[src/sv/aupk_pkg.sv]
`timescale 1ns / 1ps

package aupk_pkg;

    // Number of 1 dB gain steps, from 0 dB down to -100 dB.
    localparam int GAIN_STEPS = 101;
    localparam int GAIN_IDX_W = $clog2(GAIN_STEPS);

    // Resolution codes (bytes per sample minus two).
    localparam logic [1:0] RES_16BIT   = 2'd0;
    localparam logic [1:0] RES_24BIT   = 2'd1;
    localparam logic [1:0] RES_32BIT   = 2'd2;
    localparam logic [1:0] RES_INVALID = 2'd3;

    // Output format codes; the unused code behaves as interleaved.
    localparam logic [1:0] MODE_INTERLEAVED = 2'd0;
    localparam logic [1:0] MODE_DUAL        = 2'd1;
    localparam logic [1:0] MODE_SPLIT       = 2'd2;

    // Register indexes of the configuration port.
    localparam logic [1:0] REG_RESOLUTION = 2'd0;
    localparam logic [1:0] REG_MODE       = 2'd1;
    localparam logic [1:0] REG_LEFT_VOL   = 2'd2;
    localparam logic [1:0] REG_RIGHT_VOL  = 2'd3;

    // Gain in 3.29 fixed point; 0x20000000 is unity.
    localparam logic [31:0] GAIN_TABLE [GAIN_STEPS] = '{
        32'h20000000, 32'h1c8520af, 32'h196b230b, 32'h16a77dea, 32'h1430cd74,
        32'h11feb33c, 32'h1009b9cf, 32'h0e4b3b63, 32'h0cbd4b3f, 32'h0b5aa19b,
        32'h0a1e89b1, 32'h0904d1bd, 32'h0809bcc3, 32'h0729f5d9, 32'h066284d5,
        32'h05b0c438, 32'h05125831, 32'h04852697, 32'h04074fcb, 32'h03972853,
        32'h03333333, 32'h02da1cde, 32'h028ab6b4, 32'h0243f2fd, 32'h0204e158,
        32'h01ccab86, 32'h019a9294, 32'h016dec56, 32'h0146211f, 32'h0122a9c2,
        32'h01030dc4, 32'h00e6e1c6, 32'h00cdc613, 32'h00b76562, 32'h00a373ae,
        32'h0091ad38, 32'h0081d59e, 32'h0073b70f, 32'h00672194, 32'h005bea6e,
        32'h0051eb85, 32'h004902e3, 32'h00411245, 32'h0039feb2, 32'h0033b022,
        32'h002e1127, 32'h00290ea8, 32'h002497a2, 32'h00209ce9, 32'h001d10f9,
        32'h0019e7c6, 32'h00171693, 32'h001493ce, 32'h001256f0, 32'h0010585e,
        32'h000e9152, 32'h000cfbc3, 32'h000b924e, 32'h000a5028, 32'h0009310b,
        32'h00083126, 32'h00074d16, 32'h000681d3, 32'h0005ccab, 32'h00052b36,
        32'h00049b50, 32'h00041b10, 32'h0003a8c3, 32'h000342e4, 32'h0002e818,
        32'h0002972d, 32'h00024f0e, 32'h00020ec7, 32'h0001d57e, 32'h0001a26f,
        32'h000174ee, 32'h00014c60, 32'h0001283b, 32'h00010804, 32'h0000eb4d,
        32'h0000d1b7, 32'h0000bae8, 32'h0000a695, 32'h00009477, 32'h00008452,
        32'h000075ee, 32'h0000691b, 32'h00005dad, 32'h0000537d, 32'h00004a68,
        32'h00004251, 32'h00003b1b, 32'h000034ad, 32'h00002ef3, 32'h000029d7,
        32'h0000254b, 32'h0000213c, 32'h00001d9f, 32'h00001a66, 32'h00001787,
        32'h000014f8
    };

    // One completed stereo frame with its gains.
    typedef struct packed {
        logic [31:0] left;
        logic [31:0] right;
        logic [31:0] left_gain;
        logic [31:0] right_gain;
    } frame_t;

    // Scaled samples of one frame.
    typedef struct packed {
        logic [31:0] left;
        logic [31:0] right;
    } scaled_t;

    // Attenuation index: clamp((-code) >> 8, 0, GAIN_STEPS - 1).
    function automatic logic [GAIN_IDX_W-1:0] gain_index(input logic [15:0] code);
        logic [16:0] neg;
        logic [7:0]  raw;
        neg = 17'd0 - {code[15], code};
        raw = 8'd0;
        if (!neg[16] && (neg != 17'd0))
        begin
            raw = neg[15:8];
        end
        if (raw > 8'(GAIN_STEPS - 1))
        begin
            raw = 8'(GAIN_STEPS - 1);
        end
        return GAIN_IDX_W'(raw);
    endfunction

    // Two's complement negation that saturates the most negative value.
    function automatic logic [31:0] negate_sat(input logic [31:0] x);
        if (x == 32'h80000000)
        begin
            return 32'h7fffffff;
        end
        return 32'd0 - x;
    endfunction

endpackage

[src/sv/aupk_scaler.sv]
`timescale 1ns / 1ps

module aupk_scaler
(
    input  logic                  clk,
    input  logic                  rst_n,
    input  logic                  frame_valid,
    input  aupk_pkg::frame_t      frame,
    output logic                  frame_ready,
    output logic                  scaled_valid,
    output aupk_pkg::scaled_t     scaled,
    input  logic                  scaled_ready
);
    import aupk_pkg::*;

    logic        valid_reg;
    scaled_t     scaled_reg, scaled_next;
    logic signed [64:0] left_prod;
    logic signed [64:0] right_prod;

    assign frame_ready = !valid_reg || scaled_ready;

    // Signed sample times unsigned gain, then arithmetic shift right by 29.
    always_comb
    begin
        left_prod  = $signed(frame.left) * $signed({1'b0, frame.left_gain});
        right_prod = $signed(frame.right) * $signed({1'b0, frame.right_gain});
        scaled_next.left  = left_prod[60:29];
        scaled_next.right = right_prod[60:29];
    end

    always_ff @(posedge clk or negedge rst_n)
    begin
        if (!rst_n)
        begin
            valid_reg <= 1'b0;
        end
        else if (frame_ready)
        begin
            valid_reg <= frame_valid;
        end
    end

    always_ff @(posedge clk)
    begin
        if (frame_ready && frame_valid)
        begin
            scaled_reg <= scaled_next;
        end
    end

    assign scaled_valid = valid_reg;
    assign scaled       = scaled_reg;

endmodule

[config.mk]
export PLATFORM = sky130hd
export DESIGN_NAME = aupk_scaler
export DESIGN_NICKNAME = d
export VERILOG_FILES = /design/src/sv/aupk_pkg.sv /design/src/sv/aupk_scaler.sv
export SDC_FILE = /design/constraint.sdc
export NUM_CORES = 2
export LEC_CHECK = 0
export BUFFER_PORTS_ARGS = -buffer_cell sky130_fd_sc_hd__buf_2
export CAP_MARGIN = 20
export CORE_ASPECT_RATIO = 0.9
export CORE_MARGIN = 1.5
export CORE_UTILIZATION = 32
export CTS_BUF_LIST = sky130_fd_sc_hd__clkbuf_2
export CTS_CLUSTER_SIZE = 16
export DETAILED_ROUTE_END_ITERATION = 10
export GPL_ROUTABILITY_DRIVEN = 0
export SETUP_SLACK_MARGIN = 0.02
export SYNTH_ARGS = -nofsm -noshare
export SYNTH_HDL_FRONTEND = slang
export SYNTH_SLANG_ARGS = --single-unit
[constraint.sdc]
create_clock -name clk -period 3.3 [get_ports clk]
set_input_delay 0.165 -clock clk [delete_from_list [all_inputs] [get_ports clk]]
set_output_delay 0.165 -clock clk [all_outputs]
set_load 0.03 [all_outputs]
==> metrics.md <==
| Metric | Value |
|---|---|
| ANT nets after route | `0` |
| Largest net degree at the start of global routing | `34` |
| Drt initial violations | `2972` |
| Fin. max-slew vios | `0` |
| Die X | `485 um` |
| Placed Cells | `10400` |
| Gr ovfl total | `0` |
| Clock transition at path regs | `0.22 ns` |
| Worst path max stage delay | `0.59 ns` |
| Number of buffers created by CTS | `9` |
| Final Hold Fails | `0` |
| Die height | `436 um` |
| Setup crit end kind | `flop` |
| Post-synth top flop | `edfxtp_1` |
| CTS tree | `built` |
| Area contributors post-synth | `fa_1 54%, and2_1 11%, inv_1 9.9%, ha_1 9.8%, nand2_1 4.6%` |
| CP Launch Type | `primary input` |
| Sequential-to-total area share from yosys stat | `0.0291` |
| Ports | `198` |
| Slew HR | `0.449` |
| Total routed wirelength | `194000 um` |
| CP most frequent cell | `fa_2` |
| Area delta synth->final | `18.5%` |
| H-tree lvl count | `3` |
| Largest register FFs | `64` |
| Most common cell after layout, fill and taps aside | `inv_1` |
| Via/cell ratio | `4.70` |
| Yosys top cell area share | `0.536` |
| CP Data Required Time | `4.08 ns` |
| RSZ-0062 raised after global routing | `true` |
| Avg Cell Area, Syn | `9.35 sq um` |
| Antenna violations before repair | `18` |
| Final worst slack | `-3.32 ns` |
| Hold Crit Class | `primary input to flop` |
| Top fanout value on the critical path | `10` |
| Failing checks | `setup timing` |
| Router iterations before antenna repair | `7` |
| CTS Root Cell | `clkbuf_2` |
| Worst hold slack | `0.223 ns` |
| Cell Area, Placed | `76100 sq um` |
| Final worst path period need | `6.62 ns` |
| Final Instance Area | `79200 sq um` |
| Slowest CP cell | `fa_2` |
| Net Count, Synth | `9590` |
| Rows | `158` |
| HPWL Detailed | `167000 um` |
| Clock tree buffer depth | `2` |
| Final setup viols | `64` |
| CP Class | `primary input to flop` |
| Number of port buffers | `197` |
| Starting Density | `0.323` |
| Core area | `207000 sq um` |
| Post-synth top area cell | `fa_1` |
| # nets final | `10200` |
| Slew @ Worst Pin | `0.826 ns` |
| Clk_skew | `0.138 ns` |
| Critical path arrival | `7.40 ns` |
| CTS sink cnt | `65` |
| Layout cells sized above 1 | `0.173` |
| Cells after synthesis | `7144` |
| Remaining DRCs | `0` |
| Most frequent cells in the layout | `1739 x inv_1, 1706 x fa_1, 1151 x and2_1` |
| Final period util | `2.01` |
| Mapped cell area | `66800 sq um` |
| Post-synth ARST share | `0.0154` |
| DR WL/cell | `18.5 um` |
| Fin Setup TNS | `-188.16 ns` |
| Yosys reg bits | `65` |
| GRT Total Usage | `0.189` |
| Final Non-Filler Cells | `10500` |
| First-pass GRT wire length | `312000 um` |
| MaxCap Viol Count | `0` |
| Ys Warns | `0` |
| Die area | `212000 sq um` |
| Clk_lat worst skew | `1.11 ns` |
| Yosys cell types | `58` |
| F_max | `0.151 GHz` |
| Vias in the first global route | `55600` |
| Outcome | `complete, but fails checks` |
| Total number of vias | `49400` |
| Post-synth EDFFs | `64` |
==> area by class of cell <==
cell class | count | area, sq um
clock buffer | 9 | 45.0
sequential | 65 | 1950
inverter | 1767 | 6640
fill | 20500 | 128000
clock inverter | 6 | 70.1
timing repair buffer | 999 | 8570
multi-input combinational | 4923 | 58400
tap | 2720 | 3400
antenna | 13 | 32.5
==> worst paths after layout <==
check / start / end / slack (ns) / cells after the start
max: frame[16] / scaled[29]$_DFFE_PP_ / -3.32 / 27
min: frame[125] / scaled[63]$_DFFE_PP_ / 0.22 / 6
max reg2reg: scaled_valid$_DFFE_PN0N_ / scaled[56]$_DFFE_PP_ / 1.27 / 3
min reg2reg: scaled_valid$_DFFE_PN0N_ / scaled_valid$_DFFE_PN0N_ / 1.12 / 3
max in group asynchronous: rst_n / scaled_valid$_DFFE_PN0N_ / 2.88 / 4
min in group asynchronous: rst_n / scaled_valid$_DFFE_PN0N_ / 0.32 / 4
==> metal layers <==
metal | vias to the layer above | track usage | wire length [um]
met1 | 25900 | 0.258 | 83700
met2 | 1503 | 0.304 | 89500
li1 | 21700 | - | -
met5 | - | 0 | 84
met4 | 12 | 0.0527 | 5630
met3 | 276 | 0.0385 | 15000
==> cell usage after synthesis (all sizes together), types with 3 or more instances <==
master	number
a2111oi	4
a211o	3
a211oi	15
a21o	66
a21oi	91
a221o	5
a221oi	3
a31oi	13
a41o	3
and2	1209
and3	6
and4	4
buf	4
clkbuf	385
edfxtp	64
fa	1790
ha	524
inv	1765
nand2	818
nand2b	33
nand3	23
nand4	22
nor2	80
nor2b	9
nor3	11
nor4	4
o211ai	7
o21a	11
o21ai	44
o21bai	15
o31ai	8
xnor2	57
xor2	26
==> stage by stage <==
stage / worst slack (ns) / utilization
final: -3.32 / 0.383
after global routing: -3.38 / 0.383
after CTS: -3.09 / 0.379
after detailed placement: -5.11 / 0.368
after global placement: -5.08 / 0.368
after floorplan: -3.88 / -
==> cells by family after synthesis <==
logic type	share of synthesized area
buf+inv	0.121
fa+ha+maj	0.634
compound gates	0.0297
flops	0.0291
xor+xnor	0.0109
simple gates	0.175
==> repair_timing <==
| action | in CTS | in global routing |
|---|---|---|
| gates resized for setup | 395 | 166 |
| hold buffers | 7 | 0 |
| endpoints found under the hold margin | 66 | 0 |
| setup endpoints to repair | 64 | 64 |
| buffers inserted | 61 | 20 |
| pin swaps | 177 | 114 |
| cloned | 4 | 2 |
==> worst max-delay path, delay by kind of cell <==
family | cells | cell delay [ns]
compound gates | 9 | 1.82
buf+inv | 7 | 0.79
simple gates | 2 | 0.22
fa+ha+maj | 9 | 4.36
Power is left out: the tool's default activity adds up to more than one toggle a clock period on the data nets, which glitch-free logic cannot reach.
