**config.mk**
```make
export PLATFORM = sky130hd
export DESIGN_NAME = aupk_emitter
export DESIGN_NICKNAME = d
export VERILOG_FILES = /design/src/sv/aupk_pkg.sv /design/src/sv/aupk_emitter.sv
export SDC_FILE = /design/constraint.sdc
export NUM_CORES = 1
export LEC_CHECK = 0
export ABC_AREA = 1
export BUFFER_PORTS_ARGS = -buffer_cell sky130_fd_sc_hd__buf_2
export CORE_ASPECT_RATIO = 1.25
export CORE_MARGIN = 1
export CORE_UTILIZATION = 45
export DETAILED_ROUTE_END_ITERATION = 8
export PLACE_DENSITY = 0.76
export SLEW_MARGIN = 10
export SYNTH_ARGS = -nofsm -noshare
export SYNTH_HDL_FRONTEND = slang
export SYNTH_SLANG_ARGS = --single-unit
```
**constraint.sdc**
```tcl
create_clock -name clk -period 4.03 [get_ports clk]
set_clock_uncertainty 0.15 [all_clocks]
set_input_delay 0.403 -clock clk [delete_from_list [all_inputs] [get_ports clk]]
set_output_delay 0.403 -clock clk [all_outputs]
set_load 0.01 [all_outputs]
```
**src/sv/aupk_pkg.sv**
```systemverilog
`timescale 1ns / 1ps

package aupk_pkg;

    // Number of 1 dB gain steps, from 0 dB down to -100 dB.
    localparam int GAIN_STEPS = 101;
    localparam int GAIN_IDX_W = $clog2(GAIN_STEPS);

    // Resolution codes (bytes per sample minus two).
    localparam logic [1:0] RES_16BIT   = 2'd0;
    localparam logic [1:0] RES_24BIT   = 2'd1;
    localparam logic [1:0] RES_32BIT   = 2'd2;
    localparam logic [1:0] RES_INVALID = 2'd3;

    // Output format codes; the unused code behaves as interleaved.
    localparam logic [1:0] MODE_INTERLEAVED = 2'd0;
    localparam logic [1:0] MODE_DUAL        = 2'd1;
    localparam logic [1:0] MODE_SPLIT       = 2'd2;

    // Register indexes of the configuration port.
    localparam logic [1:0] REG_RESOLUTION = 2'd0;
    localparam logic [1:0] REG_MODE       = 2'd1;
    localparam logic [1:0] REG_LEFT_VOL   = 2'd2;
    localparam logic [1:0] REG_RIGHT_VOL  = 2'd3;

    // Gain in 3.29 fixed point; 0x20000000 is unity.
    localparam logic [31:0] GAIN_TABLE [GAIN_STEPS] = '{
        32'h20000000, 32'h1c8520af, 32'h196b230b, 32'h16a77dea, 32'h1430cd74,
        32'h11feb33c, 32'h1009b9cf, 32'h0e4b3b63, 32'h0cbd4b3f, 32'h0b5aa19b,
        32'h0a1e89b1, 32'h0904d1bd, 32'h0809bcc3, 32'h0729f5d9, 32'h066284d5,
        32'h05b0c438, 32'h05125831, 32'h04852697, 32'h04074fcb, 32'h03972853,
        32'h03333333, 32'h02da1cde, 32'h028ab6b4, 32'h0243f2fd, 32'h0204e158,
        32'h01ccab86, 32'h019a9294, 32'h016dec56, 32'h0146211f, 32'h0122a9c2,
        32'h01030dc4, 32'h00e6e1c6, 32'h00cdc613, 32'h00b76562, 32'h00a373ae,
        32'h0091ad38, 32'h0081d59e, 32'h0073b70f, 32'h00672194, 32'h005bea6e,
        32'h0051eb85, 32'h004902e3, 32'h00411245, 32'h0039feb2, 32'h0033b022,
        32'h002e1127, 32'h00290ea8, 32'h002497a2, 32'h00209ce9, 32'h001d10f9,
        32'h0019e7c6, 32'h00171693, 32'h001493ce, 32'h001256f0, 32'h0010585e,
        32'h000e9152, 32'h000cfbc3, 32'h000b924e, 32'h000a5028, 32'h0009310b,
        32'h00083126, 32'h00074d16, 32'h000681d3, 32'h0005ccab, 32'h00052b36,
        32'h00049b50, 32'h00041b10, 32'h0003a8c3, 32'h000342e4, 32'h0002e818,
        32'h0002972d, 32'h00024f0e, 32'h00020ec7, 32'h0001d57e, 32'h0001a26f,
        32'h000174ee, 32'h00014c60, 32'h0001283b, 32'h00010804, 32'h0000eb4d,
        32'h0000d1b7, 32'h0000bae8, 32'h0000a695, 32'h00009477, 32'h00008452,
        32'h000075ee, 32'h0000691b, 32'h00005dad, 32'h0000537d, 32'h00004a68,
        32'h00004251, 32'h00003b1b, 32'h000034ad, 32'h00002ef3, 32'h000029d7,
        32'h0000254b, 32'h0000213c, 32'h00001d9f, 32'h00001a66, 32'h00001787,
        32'h000014f8
    };

    // One completed stereo frame with its gains.
    typedef struct packed {
        logic [31:0] left;
        logic [31:0] right;
        logic [31:0] left_gain;
        logic [31:0] right_gain;
    } frame_t;

    // Scaled samples of one frame.
    typedef struct packed {
        logic [31:0] left;
        logic [31:0] right;
    } scaled_t;

    // Attenuation index: clamp((-code) >> 8, 0, GAIN_STEPS - 1).
    function automatic logic [GAIN_IDX_W-1:0] gain_index(input logic [15:0] code);
        logic [16:0] neg;
        logic [7:0]  raw;
        neg = 17'd0 - {code[15], code};
        raw = 8'd0;
        if (!neg[16] && (neg != 17'd0))
        begin
            raw = neg[15:8];
        end
        if (raw > 8'(GAIN_STEPS - 1))
        begin
            raw = 8'(GAIN_STEPS - 1);
        end
        return GAIN_IDX_W'(raw);
    endfunction

    // Two's complement negation that saturates the most negative value.
    function automatic logic [31:0] negate_sat(input logic [31:0] x);
        if (x == 32'h80000000)
        begin
            return 32'h7fffffff;
        end
        return 32'd0 - x;
    endfunction

endpackage

```
**src/sv/aupk_emitter.sv**
```systemverilog
`timescale 1ns / 1ps

module aupk_emitter
(
    input  logic                  clk,
    input  logic                  rst_n,
    input  logic [1:0]            output_mode,
    input  logic                  scaled_valid,
    input  aupk_pkg::scaled_t     scaled,
    output logic                  scaled_ready,
    output logic                  out_valid,
    input  logic                  out_stall,
    output logic [31:0]           lane_a_word,
    output logic [31:0]           lane_b_word,
    output logic                  run_last
);
    import aupk_pkg::*;

    logic        out_valid_reg;
    logic [31:0] lane_a_reg, lane_b_reg;
    logic        run_last_reg;
    logic        pend_valid_reg;
    logic [31:0] pend_a_reg, pend_b_reg;

    logic        out_take;
    logic        can_load;
    logic        load;
    logic        is_dual;
    logic        is_split;
    logic [31:0] first_b;
    logic [31:0] second_a;
    logic [31:0] second_b;

    assign out_take = out_valid_reg && !out_stall;
    assign can_load = !pend_valid_reg && (!out_valid_reg || out_take);
    assign load     = scaled_valid && can_load;
    assign scaled_ready = can_load;

    // Lane formatting of the two words of a frame.
    always_comb
    begin
        is_dual  = (output_mode == MODE_DUAL);
        is_split = (output_mode == MODE_SPLIT);
        if (is_dual || is_split)
        begin
            first_b = scaled.right;
        end
        else
        begin
            first_b = 32'd0;
        end
        if (is_dual)
        begin
            second_a = negate_sat(scaled.left);
            second_b = negate_sat(scaled.right);
        end
        else
        begin
            second_a = scaled.right;
            second_b = 32'd0;
        end
    end

    // Output register with one pending word behind it.
    always_ff @(posedge clk or negedge rst_n)
    begin
        if (!rst_n)
        begin
            out_valid_reg  <= 1'b0;
            pend_valid_reg <= 1'b0;
        end
        else if (load)
        begin
            out_valid_reg  <= 1'b1;
            pend_valid_reg <= !is_split;
        end
        else if (out_take)
        begin
            out_valid_reg  <= pend_valid_reg;
            pend_valid_reg <= 1'b0;
        end
    end

    always_ff @(posedge clk)
    begin
        if (load)
        begin
            lane_a_reg   <= scaled.left;
            lane_b_reg   <= first_b;
            run_last_reg <= is_split;
            pend_a_reg   <= second_a;
            pend_b_reg   <= second_b;
        end
        else if (out_take && pend_valid_reg)
        begin
            lane_a_reg   <= pend_a_reg;
            lane_b_reg   <= pend_b_reg;
            run_last_reg <= 1'b1;
        end
    end

    assign out_valid   = out_valid_reg;
    assign lane_a_word = lane_a_reg;
    assign lane_b_word = lane_b_reg;
    assign run_last    = run_last_reg;

endmodule

```
==> reports/results.ini <==
[status]
outcome=complete, no violations

[setup_path]
cpMaxStageDelayCell=inv_2
ff2ff_path_depth=6
path_buf_inv=3
critical_path_class=reg2reg
crit_family=buffers and inverters
timing.rr.end=pend_a_reg[3]$_DFFE_PP_
critPathArrivalTime_ps=2740
cp.required_ps=3980
r2r_slack_ps=1240
setup.worst_path.start_class=register
end_kind=register
worst_path_largest_cell_delay_ps=790
worstPathCellList=nand2_1, inv_1, nor2_1, nand2_4, inv_2, buf_4
worstPathMaxFanout=62
r2r_start=out_valid$_DFFE_PN0P_

[detailed_routing]
ant_nets=0
via_per_inst=5.18
route.vias.total=6312
drtIter0Drc=574
drc_errors=0
routedWlPerCell_um=16.0
wirelength_um=19500
first_pass_iters=5

[finish]
nets=1068
instances_no_fill=1219
utilization=0.557
n_fill_cell=1457
area_delta_synth_final_pct=20.0
drive_above_1_share=0.198
diodes=0
design_area_um2=8750

[logic_synthesis]
synth.distinct_cells=28
yosysWarnings=0
yosysSeqAreaShare=0.538
synth_top_area_share=0.531
syn_avg_cell_area_um2=8.47
syn_area_um2=7290
syn_nets=935
synth_top_area_cell=edfxtp_1
syn_inst=861
ys_top_cells_by_area=edfxtp_1 53%, nand2_1 12%, nor2_1 8.9%
ys_ff_latch=131

[hold_path]
hp-class=in2reg
hold_end=out_valid$_DFFE_PN0P_
hold_depth=3
worstHoldStart=out_stall

[timing]
relSlewSlack=0.161
fin_setup_tns_ps=0
hold_ws_ps=108
fin_crit_sh=0.692
fmax_mhz=359
rsz0062_at_grt=false
finalHoldViolCount=0
fin_crit_ps=2790
worst_pin_slew_ps=1260
drv_slew=0
worst_slack_ps=1240
finalSetupViolCount=0

[floorplanning]
die_w_um=116
ios=137
core_area_um2=15700
rows=51
start_util=0.464
die_h_um=144
fp.dieArea_um2=16700

[placed_design]
gp_congestion=0.963
place_ws_ps=1090
dpl-instance-area_um2=8160
dpl.cell_count=1186
port_buffers=136
dpl.hpwl_um=13700

[global_routing]
overflow=0
antenna_found_initial=0
grt_start_max_net_pins=66
track_usage=0.243
grt_pass1_wl_um=30000
grt_pass1_vias=6049

[cts]
cts.sinks=131
clk-insertion-delay-late_ps=430
cts_tree=yes
clockBufferDepth=2
clock-root-buffer=clkbuf_16
clk_pin_slew_ps=50
cts-buffers-inserted=17
htree_levels=4

[power]
leakagePower_nw=3.76
vdd_drop_max_v=0.000312
finalPower_mw=4.80
p_per_area_nw_per_um2=549

[flow_run]
max-cap-violations=0

cells in the mapped netlist:
cell type	number
clkbuf_1	18
inv_1	95
nor2_2	5
buf_6	1
nor2_1	173
o21ai_0	46
dfrtp_1	2
a21oi_1	25
buf_12	1
nor3_1	3
a21oi_2	9
nand2_1	224
nand3_2	3
nor2_4	4
buf_2	8
nand4_1	10
edfxtp_1	129
or2_2	1
and2_1	1
inv_2	2
a21oi_4	1
nand2_2	1
xor2_1	29
nand3b_1	1
ha_1	4
o31ai_1	32
nand3_1	31
a31oi_1	2
kinds of logic (layout without fill, tap and decap cells):
kind of cell | Yosys count | count (layout) | synth area share
adder cells (fa/ha/maj) | 4 | 4 | 0.00687
AND/OR/NAND/NOR | 457 | 457 | 0.255
XOR/XNOR | 29 | 29 | 0.0348
flip-flops | 131 | 131 | 0.538
AO/OA/AOI/OAI | 115 | 115 | 0.0965
buffers and inverters | 125 | 271 | 0.0690
worst max path at each step:
stage / cells past startpoint / to / slack [ps] / start
2_1_floorplan: 7 / lane_a_word[0]$_DFFE_PP_ / 770 / out_valid$_DFFE_PN0P_
3_3_place_gp: 7 / pend_a_reg[7]$_DFFE_PP_ / 1160 / out_stall
3_5_place_dp: 7 / pend_a_reg[7]$_DFFE_PP_ / 1090 / out_stall
4_1_cts: 6 / pend_a_reg[25]$_DFFE_PP_ / 1230 / out_valid$_DFFE_PN0P_
5_1_grt: 8 / lane_a_word[7]$_DFFE_PP_ / 1010 / out_valid$_DFFE_PN0P_
6_report: 6 / pend_a_reg[3]$_DFFE_PP_ / 1240 / out_valid$_DFFE_PN0P_
tightest hold or removal path, cell delays in order:
cell	delay, ps
buf_2	100
nand2_1	60
nand3_1	70
metal layers:
layer,up-vias,GRT usage,share of wire
li1,3096,-,-
met1,2849,0.294,0.40
met2,300,0.400,0.48
met3,67,0.0532,0.078
met4,0,0.139,0.042
met5,-,0,0
timing repair:
item	in CTS	in global routing
resized for setup	0	0
setup buffers	0	0
hold buffers	1	0
hold endpoints to repair	2	0
cell type report:
cell class	instances	area [µm²]	area share
sequential	131	3920	0.449
multi-input combinational	605	2870	0.328
timing repair buffer	142	741	0.0847
clock buffer	23	478	0.0546
inverter	97	364	0.0416
tap	212	265	0.0303
clock inverter	9	104	0.0119
cells in the final DEF, fill, tap and decap left out, drive strengths merged:
master / n
clkinv: 5
bufinv: 2
nor3: 3
nand3b: 1
a21oi: 35
a31oi: 2
xor2: 29
o21ai: 46
nand3: 34
nand2: 225
nand4: 10
ha: 4
edfxtp: 129
or2: 1
buf: 141
nor2: 182
inv: 97
dlygate4sd3: 1
clkbuf: 23
and2: 1
dfrtp: 2
clkinvlp: 2
o31ai: 32
power breakdown:
part           switching [mW]  internal [mW]
logic                   0.794          0.356
registers              0.0889           2.03
clock network           0.579          0.955
Power figures use the tool's default switching activity.
